File: src/rtl/core/ring_buffer_deque_macros.svh
// ----------------------------------------------------------------------------
// Assertion macros for the ring buffer deque
// Each macro expands to one labeled concurrent assertion clocked on clk and
// disabled while arst_n is low.
// ----------------------------------------------------------------------------
`ifndef RING_BUFFER_DEQUE_MACROS_SVH
`define RING_BUFFER_DEQUE_MACROS_SVH

// Same-cycle implication.
`define RBD_ASSERT_IMP(label, ante, cons, msg) \
	label: assert property (@(posedge clk) disable iff (!arst_n) (ante) |-> (cons)) \
		else $error(msg);

// Next-cycle implication.
`define RBD_ASSERT_NXT(label, ante, cons, msg) \
	label: assert property (@(posedge clk) disable iff (!arst_n) (ante) |=> (cons)) \
		else $error(msg);

`endif

File: src/rtl/core/rbd_pkg.sv
`timescale 1ns / 1ps
// ----------------------------------------------------------------------------
// rbd_pkg
// Shared types and codes of the ring buffer deque.
// ----------------------------------------------------------------------------
package rbd_pkg;

	localparam int DATA_W   = 32;
	localparam int OP_W     = 3;
	localparam int STATUS_W = 2;
	localparam int COUNT_W  = 5;

	// Operation codes; unused codes behave as status only.
	localparam logic [OP_W-1:0] OP_PUSH_FRONT = 3'd0;
	localparam logic [OP_W-1:0] OP_PUSH_BACK  = 3'd1;
	localparam logic [OP_W-1:0] OP_POP_FRONT  = 3'd2;
	localparam logic [OP_W-1:0] OP_POP_BACK   = 3'd3;
	localparam logic [OP_W-1:0] OP_STATUS     = 3'd4;

	// Result status codes.
	localparam logic [STATUS_W-1:0] ST_OK    = 2'd0;
	localparam logic [STATUS_W-1:0] ST_FULL  = 2'd1;
	localparam logic [STATUS_W-1:0] ST_EMPTY = 2'd2;

	typedef enum logic [3:0] {
		S_IDLE = 4'b0001,
		S_EXEC = 4'b0010,
		S_READ = 4'b0100,
		S_LOAD = 4'b1000
	} rbd_state_t;

	// Controller to datapath.
	typedef struct packed {
		logic                capture;
		logic                push_front;
		logic                push_back;
		logic                pop_front;
		logic                pop_back;
		logic                read;
		logic                load;
		logic [STATUS_W-1:0] status;
	} rbd_cmd_t;

	// Datapath to controller.
	typedef struct packed {
		logic [OP_W-1:0] op;
		logic            full;
		logic            empty;
	} rbd_stat_t;

endpackage

File: src/rtl/core/rbd_req_if.sv
`timescale 1ns / 1ps
// ----------------------------------------------------------------------------
// rbd_req_if
// Request channel: one deque operation per item.
// ----------------------------------------------------------------------------
interface rbd_req_if;
	logic                                valid;
	logic                                ready;
	logic [rbd_pkg::OP_W-1:0]            operation;
	logic signed [rbd_pkg::DATA_W-1:0]   value;

	modport source (output valid, output operation, output value, input ready);
	modport sink   (input valid, input operation, input value, output ready);
endinterface

File: src/rtl/core/rbd_rsp_if.sv
`timescale 1ns / 1ps
// ----------------------------------------------------------------------------
// rbd_rsp_if
// Response channel: one result item per request item.
// ----------------------------------------------------------------------------
interface rbd_rsp_if;
	logic                                valid;
	logic                                ready;
	logic [rbd_pkg::STATUS_W-1:0]        status;
	logic signed [rbd_pkg::DATA_W-1:0]   front_value;
	logic signed [rbd_pkg::DATA_W-1:0]   back_value;
	logic [rbd_pkg::COUNT_W-1:0]         count;
	logic                                is_empty;

	modport source (output valid, output status, output front_value, output back_value,
		output count, output is_empty, input ready);
	modport sink   (input valid, input status, input front_value, input back_value,
		input count, input is_empty, output ready);
endinterface

File: src/rtl/core/rbd_ctrl.sv
`timescale 1ns / 1ps
// ----------------------------------------------------------------------------
// rbd_ctrl
// Sequencer: accept, execute, read back, load the result register.
// ----------------------------------------------------------------------------
module rbd_ctrl (
	input  logic              clk,
	input  logic              arst_n,
	input  logic              req_valid,
	output logic              req_ready,
	output logic              rsp_valid,
	input  logic              rsp_ready,
	input  rbd_pkg::rbd_stat_t stat,
	output rbd_pkg::rbd_cmd_t  cmd
);
	import rbd_pkg::*;

	rbd_state_t          state_q;
	rbd_state_t          state_d;
	logic                rsp_valid_q;
	logic [STATUS_W-1:0] status_q;
	logic [STATUS_W-1:0] status_d;
	logic                accept;
	logic                out_free;

	assign req_ready = (state_q == S_IDLE);
	assign accept    = req_valid && req_ready;
	assign out_free  = !rsp_valid_q || rsp_ready;
	assign rsp_valid = rsp_valid_q;

	always_comb begin
		cmd        = '0;
		cmd.status = status_q;
		state_d    = state_q;
		status_d   = status_q;
		case (state_q)
			S_IDLE: begin
				if (accept) begin
					cmd.capture = 1'b1;
					state_d     = S_EXEC;
				end
			end
			S_EXEC: begin
				status_d = ST_OK;
				case (stat.op)
					OP_PUSH_FRONT: begin
						if (stat.full) status_d = ST_FULL;
						else cmd.push_front = 1'b1;
					end
					OP_PUSH_BACK: begin
						if (stat.full) status_d = ST_FULL;
						else cmd.push_back = 1'b1;
					end
					OP_POP_FRONT: begin
						if (stat.empty) status_d = ST_EMPTY;
						else cmd.pop_front = 1'b1;
					end
					OP_POP_BACK: begin
						if (stat.empty) status_d = ST_EMPTY;
						else cmd.pop_back = 1'b1;
					end
					default: status_d = ST_OK;
				endcase
				state_d = S_READ;
			end
			S_READ: begin
				cmd.read = 1'b1;
				state_d  = S_LOAD;
			end
			S_LOAD: begin
				// hold until the result register can take the item
				if (out_free) begin
					cmd.load = 1'b1;
					state_d  = S_IDLE;
				end
			end
			default: state_d = S_IDLE;
		endcase
	end

	always_ff @(posedge clk or negedge arst_n) begin
		if (!arst_n) begin
			state_q     <= S_IDLE;
			rsp_valid_q <= 1'b0;
			status_q    <= ST_OK;
		end else begin
			state_q  <= state_d;
			status_q <= status_d;
			if (cmd.load) rsp_valid_q <= 1'b1;
			else if (rsp_ready) rsp_valid_q <= 1'b0;
		end
	end

endmodule

File: src/rtl/core/rbd_dpath.sv
`timescale 1ns / 1ps
// ----------------------------------------------------------------------------
// rbd_dpath
// Element store, head index, element count and the result register.
// ----------------------------------------------------------------------------
module rbd_dpath #(
	parameter int CAPACITY = 16
) (
	input  logic                                clk,
	input  logic                                arst_n,
	input  logic [rbd_pkg::OP_W-1:0]            operation,
	input  logic signed [rbd_pkg::DATA_W-1:0]   value,
	input  rbd_pkg::rbd_cmd_t                    cmd,
	output rbd_pkg::rbd_stat_t                   stat,
	output logic [rbd_pkg::STATUS_W-1:0]        status,
	output logic signed [rbd_pkg::DATA_W-1:0]   front_value,
	output logic signed [rbd_pkg::DATA_W-1:0]   back_value,
	output logic [rbd_pkg::COUNT_W-1:0]         count,
	output logic                                is_empty
);
	import rbd_pkg::*;

	localparam int IW  = (CAPACITY > 1) ? $clog2(CAPACITY) : 1;
	localparam int CW  = $clog2(CAPACITY + 1);
	localparam int CXW = CW + COUNT_W;

	// (a + b) mod CAPACITY for a, b below CAPACITY
	function automatic logic [IW-1:0] wrap_add(input logic [IW-1:0] a, input logic [IW-1:0] b);
		logic [IW:0] sum;
		sum = {1'b0, a} + {1'b0, b};
		if (sum >= (IW+1)'(CAPACITY)) sum = sum - (IW+1)'(CAPACITY);
		return sum[IW-1:0];
	endfunction

	logic [DATA_W-1:0]   mem [CAPACITY];
	logic [OP_W-1:0]     op_q;
	logic [DATA_W-1:0]   value_q;
	logic [IW-1:0]       head_q;
	logic [CW-1:0]       count_q;
	logic [DATA_W-1:0]   front_rd_q;
	logic [DATA_W-1:0]   back_rd_q;
	logic [STATUS_W-1:0] status_q;
	logic [DATA_W-1:0]   front_q;
	logic [DATA_W-1:0]   back_q;
	logic [COUNT_W-1:0]  count_out_q;
	logic                empty_q;

	logic [IW-1:0]       head_dec;
	logic [IW-1:0]       head_inc;
	logic [IW-1:0]       tail_slot;
	logic [IW-1:0]       last_off;
	logic [IW-1:0]       last_slot;
	logic [IW-1:0]       wr_addr;
	logic                wr_en;
	logic                empty_now;
	logic [CXW-1:0]      count_wide;

	assign empty_now = (count_q == '0);
	assign head_dec  = (head_q == '0) ? IW'(CAPACITY - 1) : head_q - IW'(1);
	assign head_inc  = (head_q == IW'(CAPACITY - 1)) ? '0 : head_q + IW'(1);
	// count is below CAPACITY whenever the tail slot is written
	assign tail_slot = wrap_add(head_q, IW'(count_q));
	assign last_off  = empty_now ? '0 : IW'(count_q - CW'(1));
	assign last_slot = wrap_add(head_q, last_off);
	assign wr_en     = cmd.push_front || cmd.push_back;
	assign wr_addr   = cmd.push_front ? head_dec : tail_slot;
	assign count_wide = CXW'(count_q);

	assign stat.op    = op_q;
	assign stat.full  = (count_q == CW'(CAPACITY));
	assign stat.empty = empty_now;

	always_ff @(posedge clk) begin
		if (wr_en) mem[wr_addr] <= value_q;
		if (cmd.read) begin
			front_rd_q <= mem[head_q];
			back_rd_q  <= mem[last_slot];
		end
	end

	always_ff @(posedge clk) begin
		if (cmd.capture) begin
			op_q    <= operation;
			value_q <= value;
		end
		if (cmd.load) begin
			status_q    <= cmd.status;
			front_q     <= empty_now ? '0 : front_rd_q;
			back_q      <= empty_now ? '0 : back_rd_q;
			count_out_q <= count_wide[COUNT_W-1:0];
			empty_q     <= empty_now;
		end
	end

	always_ff @(posedge clk or negedge arst_n) begin
		if (!arst_n) begin
			head_q  <= '0;
			count_q <= '0;
		end else begin
			if (cmd.push_front) head_q <= head_dec;
			else if (cmd.pop_front) head_q <= head_inc;
			if (wr_en) count_q <= count_q + CW'(1);
			else if (cmd.pop_front || cmd.pop_back) count_q <= count_q - CW'(1);
		end
	end

	assign status      = status_q;
	assign front_value = front_q;
	assign back_value  = back_q;
	assign count       = count_out_q;
	assign is_empty    = empty_q;

endmodule

File: src/rtl/core/ring_buffer_deque.sv
`timescale 1ns / 1ps
// ----------------------------------------------------------------------------
// ring_buffer_deque
// Double-ended queue of signed 32-bit values in a circular store.
// ----------------------------------------------------------------------------
// Usage:
//   req carries one item per operation: push front, push back, pop front,
//   pop back or status only, with the value to insert on a push.
//   rsp returns exactly one item per request: status (ok, full, empty),
//   front and back values, element count and an empty flag.
//   An item passes through capture, execute (at most one store write, index
//   and count update), read of front and back through the store's two read
//   ports, then load of the result register. rsp.valid is registered from
//   the load step and req.ready returns in the same cycle, so the block
//   holds one item in flight at a time.
//   The result register decouples the channels: while a result waits on
//   rsp.ready, the next item is accepted and processed up to the load step,
//   where it holds until the waiting result is taken.
//   Reset empties the deque (head and count to zero); store contents are not
//   cleared and need not be, since front and back read as zero in an empty result.
// ----------------------------------------------------------------------------
`include "ring_buffer_deque_macros.svh"

module ring_buffer_deque #(
	parameter int CAPACITY = 16
) (
	input logic      clk,
	input logic      arst_n,
	rbd_req_if.sink   req,
	rbd_rsp_if.source rsp
);
	import rbd_pkg::*;

	rbd_cmd_t  cmd;
	rbd_stat_t stat;

	rbd_ctrl u_ctrl (
		.clk       (clk),
		.arst_n    (arst_n),
		.req_valid (req.valid),
		.req_ready (req.ready),
		.rsp_valid (rsp.valid),
		.rsp_ready (rsp.ready),
		.stat      (stat),
		.cmd       (cmd)
	);

	rbd_dpath #(
		.CAPACITY (CAPACITY)
	) u_dpath (
		.clk         (clk),
		.arst_n      (arst_n),
		.operation   (req.operation),
		.value       (req.value),
		.cmd         (cmd),
		.stat        (stat),
		.status      (rsp.status),
		.front_value (rsp.front_value),
		.back_value  (rsp.back_value),
		.count       (rsp.count),
		.is_empty    (rsp.is_empty)
	);

	`RBD_ASSERT_NXT(a_one_in_flight, req.valid && req.ready, !req.ready, "second item accepted while one is in flight")
	`RBD_ASSERT_IMP(a_no_push_full, cmd.push_front || cmd.push_back, !stat.full, "push executed into a full store")
	`RBD_ASSERT_IMP(a_no_pop_empty, cmd.pop_front || cmd.pop_back, !stat.empty, "pop executed on an empty store")
	`RBD_ASSERT_IMP(a_empty_flag, rsp.valid && rsp.is_empty, rsp.count == '0 && rsp.status != ST_FULL, "empty result with nonzero count or full status")

endmodule
File: src/flat_wrapper.sv
// flat-port wrapper written by rule: the top's interface ports become plain ports
module ring_buffer_deque_flat import rbd_pkg::*;
#(
	parameter int CAPACITY = 16
)
  (clk, arst_n, req_valid, req_operation, req_value, req_ready, rsp_valid, rsp_status, rsp_front_value, rsp_back_value, rsp_count, rsp_is_empty, rsp_ready);
  rbd_req_if req_i ();
  rbd_rsp_if rsp_i ();
  input logic clk;
  input logic arst_n;
  input wire logic [$bits(req_i.valid)-1:0] req_valid;
  input wire logic [$bits(req_i.operation)-1:0] req_operation;
  input wire logic [$bits(req_i.value)-1:0] req_value;
  output wire logic [$bits(req_i.ready)-1:0] req_ready;
  output wire logic [$bits(rsp_i.valid)-1:0] rsp_valid;
  output wire logic [$bits(rsp_i.status)-1:0] rsp_status;
  output wire logic [$bits(rsp_i.front_value)-1:0] rsp_front_value;
  output wire logic [$bits(rsp_i.back_value)-1:0] rsp_back_value;
  output wire logic [$bits(rsp_i.count)-1:0] rsp_count;
  output wire logic [$bits(rsp_i.is_empty)-1:0] rsp_is_empty;
  input wire logic [$bits(rsp_i.ready)-1:0] rsp_ready;
  assign req_i.valid = req_valid;
  assign req_i.operation = req_operation;
  assign req_i.value = req_value;
  assign req_ready = req_i.ready;
  assign rsp_valid = rsp_i.valid;
  assign rsp_status = rsp_i.status;
  assign rsp_front_value = rsp_i.front_value;
  assign rsp_back_value = rsp_i.back_value;
  assign rsp_count = rsp_i.count;
  assign rsp_is_empty = rsp_i.is_empty;
  assign rsp_i.ready = rsp_ready;
  ring_buffer_deque #(.CAPACITY(CAPACITY)) u_core (.clk(clk), .arst_n(arst_n), .req(req_i), .rsp(rsp_i));
endmodule
File: config.mk
export PLATFORM = sky130hd
export DESIGN_NAME = ring_buffer_deque_flat
export DESIGN_NICKNAME = d
export VERILOG_FILES = /design/src/rtl/core/rbd_pkg.sv /design/src/rtl/core/rbd_req_if.sv /design/src/rtl/core/rbd_rsp_if.sv /design/src/rtl/core/rbd_ctrl.sv /design/src/rtl/core/rbd_dpath.sv /design/src/rtl/core/ring_buffer_deque.sv /design/src/flat_wrapper.sv
export VERILOG_INCLUDE_DIRS = /design/src /design/src/rtl/core
export SDC_FILE = /design/constraint.sdc
export NUM_CORES = 1
export LEC_CHECK = 0
export ABC_CLOCK_PERIOD_IN_PS = 4800
export BUFFER_PORTS_ARGS = -buffer_cell sky130_fd_sc_hd__buf_2
export CORE_UTILIZATION = 50
export CTS_CLUSTER_SIZE = 30
export DETAILED_ROUTE_END_ITERATION = 10
export PLACE_DENSITY = 0.66
export SYNTH_ARGS = -nofsm -noshare
export SYNTH_HDL_FRONTEND = slang
export SYNTH_SLANG_ARGS = --single-unit
File: constraint.sdc
create_clock -name clk -period 4.8 [get_ports clk]
set_input_delay 1.2 -clock clk [delete_from_list [all_inputs] [get_ports clk]]
set_output_delay 1.2 -clock clk [all_outputs]
set_load 0.01 [all_outputs]
# After elaboration in Yosys (flattened, before gate mapping)
# Memories as Yosys holds them, arrays and structs flattened. A register that Yosys moved wholly into a read port is not among the register bits.
# Cells that the tools add are included.
[totals]
elab_cells = 80
ramBits = 512
latch_bits = 0
romBits = 0
memories = 1
output_inout_bits = 74
in_bits = 39
ff_bits = 123
[op_classes]
n_reduce_logical = 14
n_bitwise = 0
eq_ne = 11
multipliers = 0
add_sub_neg = 8
shifts = 0
div_mod_pow = 0
n_mux = 32
magnitude_cmp = 2
[memory_table]
columns = ["memory", "words", "word_bits", "read_ports", "rd_ports_with_merged_regs", "write_ports", "line", "rtl"]
rows = [
  ["u_core.u_dpath.mem", 16, 32, 2, 2, 1, "rbd_dpath.sv:35", "logic [DATA_W-1:0] mem [CAPACITY];"],
]
[op_table]
columns = ["op", "n"]
rows = [
  ["two-way mux 4 bit", 11],
  ["two-way mux 1 bit", 16],
  ["case mux 4 bit (4 select lines)", 1],
  ["subtractor 4 x 1 -> 4 bit (second input constant)", 3],
  ["adder 4 x 4 -> 5 bit", 2],
  ["greater-or-equal comparator 5 bit (second input constant)", 2],
  ["two-way mux 5 bit", 2],
  ["equality test 4 bit (second input constant)", 2],
  ["equality test 3 x 2 -> 1 bit (second input constant)", 2],
  ["nonzero test 2 bit", 3],
  ["adder 5 x 1 -> 5 bit (second input constant)", 1],
  ["equality test 5 bit (second input constant)", 1],
  ["logical NOT 5 bit", 1],
  ["subtractor 5 x 1 -> 5 bit (second input constant)", 1],
  ["adder 4 x 1 -> 4 bit (second input constant)", 1],
  ["equality test 4 x 1 -> 1 bit (second input constant)", 1],
  ["equality test 4 x 2 -> 1 bit (second input constant)", 1],
  ["equality test 4 x 3 -> 1 bit (second input constant)", 1],
  ["logical NOT 4 bit", 1],
  ["case mux 2 bit (2 select lines)", 1],
  ["OR reduction 2 bit", 2],
  ["equality test 3 x 1 -> 1 bit (second input constant)", 1],
  ["logical NOT 3 bit", 1],
  ["logical OR 1 bit", 3],
  ["6 further kinds", 6],
]

# Depth between registers and ports, before layout
[logic_depth]
word_depth = 7
ltp_mapped = 15
mapped_depth_nobuf = 11

# Modules after synthesis
# Synthesis repeated with hierarchy kept, for this count alone.
[unflattened]
cells_unflattened = 1537
area_unflattened_um2 = 30804.5
[by_module_without_submodules]
columns = ["module", "n_inst", "area_each_um2", "seq_area_each_um2", "cells_per_inst"]
rows = [
  ["rbd_dpath", 1, 30391.6, 20734.9, 1496],
  ["rbd_ctrl", 1, 412.9, 176.4, 41],
]

# Worst setup path after synthesis
# OpenSTA, ideal clock, no wires.
[synth_path]
kind = "input to register"
start = "input port rsp_ready"
end = "register u_core.u_dpath.back_q[0], in the netlist u_core.u_dpath.back_value[0], enable pin"
setup_ns = 0.502
required_ns = 4.298
path_buffers = 0
slack_ns = 0.030
cell_stages = 2
t_arrival_ns = 4.268
cell_sequence = "nor2b_1 nor2_1"
[synth_rtl]
columns = ["item", "line", "rtl"]
rows = [
  ["start: declaration", "flat_wrapper.sv:21", "input wire logic [$bits(rsp_i.ready)-1:0] rsp_ready;"],
  ["end signal: assignment", "rbd_dpath.sv:89", "back_q <= empty_now ? '0 : back_rd_q;"],
  ["end: declaration", "rbd_dpath.sv:44", "logic [DATA_W-1:0] back_q;"],
]

# Worst setup path in the final report
[layout_path]
start = "register u_core.u_dpath.count_q[1]"
end = "register u_core.u_dpath.back_rd_q[14], read port of u_core.u_dpath.mem (data pin)"
[layout_between]
elab_chain_len = 5
word_cells_on_any_way = 7
classes_between = "add/sub: 3; order compare: 1; mux: 2; reduce/logical: 1"
[layout_rtl]
columns = ["item", "line", "rtl"]
rows = [
  ["start: declaration", "rbd_dpath.sv:39", "logic [CW-1:0] count_q;"],
  ["start signal: assignment", "rbd_dpath.sv:102", "if (wr_en) count_q <= count_q + CW'(1);"],
  ["start signal: assignment", "rbd_dpath.sv:103", "else if (cmd.pop_front || cmd.pop_back) count_q <= count_q - CW'(1);"],
  ["subtractor 5 x 1 -> 5 bit / logical NOT 5 bit (equally long branches)", "--", ""],
  ["two-way mux 4 bit (*)", "rbd_dpath.sv:63", "assign last_off = empty_now ? '0 : IW'(count_q - CW'(1));"],
  ["adder 4 x 4 -> 5 bit (*)", "rbd_dpath.sv:30", "sum = {1'b0, a} + {1'b0, b};"],
  ["subtractor 4 x 1 -> 4 bit / greater-or-equal comparator 5 bit (equally long branches)", "rbd_dpath.sv:31", "if (sum >= (IW+1)'(CAPACITY)) sum = sum - (IW+1)'(CAPACITY);"],
  ["two-way mux 4 bit (*)", "rbd_dpath.sv:31", ""],
  ["end: declaration", "rbd_dpath.sv:41", "logic [DATA_W-1:0] back_rd_q;"],
]
# Every way passes the cells marked *; elsewhere a longest branch is shown, timed or not.
# A chain may end at the register's enable or synchronous reset.

==> out/metrics.csv <==
metric,value,unit
status,"finished, final reports clean",
I/O pin cnt,113,
number of antenna cells inserted,0,
min Tclk post-route,4.08,ns
max-cap violation count,0,
final max-slew violation count,0,
TNS Setup,0,ns
asr flop ratio synth,2.29,%
"top cells by count, synth","edfxtp_1 (683), mux4_2 (223), o22ai_1 (128)",
Clock transition at path regs,0.06,ns
Synth top area share,66.4,%
"Cell Count, Final, Fillers Out",2646,
most common cell in the netlist,edfxtp_1,
slew margin rel.,21.0,%
Die H,251,µm
Vias,17484,
# DRC,0,
Post-CTS Setup Bufs,0,
Syn Area/Cell,18.4,µm²
"EDFF count, synth",683,
CTS Sinks,699,
worst-margin pin slew,1.18,ns
Switching Fraction,37.3,%
vias in the first global route,17956,
synthesis-to-layout area growth,13.5,%
# resized after CTS,0,
RSZ-0062 raised after global routing,no,
period utilization,84.9,%
initial antenna violation count,0,
Clock Skews,0.0237,ns
initial core utilization,50.9,%
global route total overflow,0,
mapped cell area,30900,µm²
"Primary FF master, synth",edfxtp_1,
final wirelength,77800,µm
initial DRC count,1821,
worst min path class,register to register,
root buffer cell,clkbuf_16,
Vias/cell,6.61,
largest net degree at the start of global routing,107,
GRT Total Usage,25.2,%
die width,251,µm
synthesis warning total,0,
Filler cells,4430,
Final GP Congestion,0.798,
power density over the cells,753,nW/µm²
largest cells by area after synthesis,"edfxtp_1 (66%), mux4_2 (16%), mux2i_1 (3.2%)",
drt pass-1 iters,5,
# nets final,1860,
post-synthesis register bit count,699,
placed cell count,2515,
Clock power frac,20.4,%
FP Rows,90,
layout cell share with drive strength beyond 1,30.6,%
Setup-failing EPs final,0,
Core Box Area,60700,µm²
final hold vios,0,
Num CTS Buffers,73,
Clock Latency Late Sink,0.61,ns
dominant cell type by area after synthesis,edfxtp_1,
worst path arrival time,4.44,ns
PortBufs,112,
Psw,9850,µW
Leak,0.0113,µW
R2R setup slack,0.72,ns
first-pass GRT wire length,115000,µm
Syn Nets,1735,
Internal,16600,µW
Clock Path Buffers,3,
CTS tree,done,
Worst Setup End Kind,register,
total die area,62800,µm²
crit path max fanout,63,
H-tree levels,3,
sequential share of power,30.0,%
Logic pwr share,49.5,%
critical path type,register to register,
Netlist cell types,59,
critical path startpoint category,register,
post-route ant nets,0,
detailed placement HPWL,43100,µm
"Hold-fix buffers, CTS",0,
register area share after synthesis,67.7,%
wire length per cell,29.4,µm
Post-Syn Instances,1683,
FMAX,0.245,GHz
Max VDD drop,820,µV
CP required,5.16,ns
[per-stage QoR]
stage / utilization [%] / instance area, µm² / hold slack (ns) / worst slack [ns] / total power (µW)
floorplan: - / 30900 / 0.423 / 0.0296 / 17500
global placement: 54.1 / 32800 / 0.439 / 0.942 / 20800
detailed placement: 54.1 / 32800 / 0.444 / 0.798 / 21100
CTS: 57.8 / 35100 / 0.457 / 0.759 / 26500
global route: 57.8 / 35100 / 0.464 / 0.610 / 27700
finish: 57.8 / 35100 / 0.454 / 0.724 / 26400
[final cells by class]
cell class / instances / area (µm²) / share of cell area [%]
inverter: 11 / 41.3 / 0.118
clock inverter: 40 / 297 / 0.845
multi-input combinational: 855 / 9710 / 27.7
tap: 782 / 978 / 2.79
timing repair buffer: 168 / 1180 / 3.37
sequential: 699 / 20900 / 59.6
clock buffer: 91 / 1960 / 5.58
[registers in the layout, indices dropped and copies added (netlist names), 3 cells and up]
name,cells
u_core.u_dpath.mem,512
u_core.u_dpath.op_q,3
u_core.u_ctrl.state_q,4
u_core.u_dpath.front_rd_q,32
u_core.u_dpath.head_q,4
u_core.u_dpath.count_q,5
u_core.u_dpath.count,5
u_core.u_dpath.back_value,32
u_core.u_dpath.front_value,32
u_core.u_dpath.value_q,32
u_core.u_dpath.back_rd_q,32
[critical path, cell delays in order, from the launching register on]
cell     delay [ns]
dfrtp_1        0.49
inv_1          0.13
ha_1           0.19
nor4b_4        0.29
nor2_1         0.12
ha_4           0.19
fa_4           0.98
buf_12         0.40
mux4_2         0.41
o22ai_1        0.20
nor2_1         0.09
mux2_2         0.27
[cells by family (layout without fill, tap and decap cells)]
group	count (synthesis)	count (layout)	share of synthesized area, %
DFF	699	699	67.7
AOI/OAI and AO/OA	267	267	5.51
and+or+nand+nor	208	208	3.53
xor gates and xnor gates	11	11	0.312
muxes	356	356	20.7
adders and majority gates	13	13	0.575
buffers and inverters	129	310	1.72
[per-layer routing]
metal / part of all wire [%] / global-route usage, %
met5: 0 / 0
met4: 3.2 / 9.55
met3: 7.7 / 4.27
met2: 49 / 41.1
met1: 40 / 34.2
[final timing paths]
check / cells after the start / end / start
max reg2reg: 11 / u_core.u_dpath.back_rd_q[14] / u_core.u_dpath.count_q[1]
max in group asynchronous: 1 / u_core.u_dpath.head_q[1] / arst_n
max: 11 / u_core.u_dpath.back_rd_q[14] / u_core.u_dpath.count_q[1]
min reg2reg: 0 / u_core.u_dpath.status[1] / u_core.u_ctrl.status_q[1]
min: 0 / u_core.u_dpath.status[1] / u_core.u_ctrl.status_q[1]
min in group asynchronous: 1 / u_core.u_dpath.head_q[0] / arst_n
[cells in the final DEF, fill, tap and decap left out, types with 3 or more instances in the layout]
cell	n
nor2b_1	68
inv_1	7
mux2_2	34
buf_4	40
inv_6	3
buf_12	16
clkbuf_1	14
mux4_2	223
bufinv_16	4
buf_2	112
o22ai_1	128
a221oi_1	33
clkinv_1	18
dfrtp_1	13
edfxtp_1	683
xor2_1	3
o21ai_0	66
ha_1	10
a31oi_4	4
nor3_1	6
nand2_1	14
clkbuf_16	75
nor2_4	19
nand3_1	3
mux2i_1	99
clkinv_2	15
xnor2_1	7
a21oi_1	14
nor2_1	77
[power groups by stage]
stage                     registers [µW]  logic (µW)  clock network (µW)
after CTS                           7930       13100                5500
after floorplan                     7860        9660                   0
after detailed placement            8060       13000                   0
after global placement              8030       12800                   0
final                               7930       13100                5400
after global routing                7980       14000                5710
Note: power is estimated with default switching activity, not from simulation.
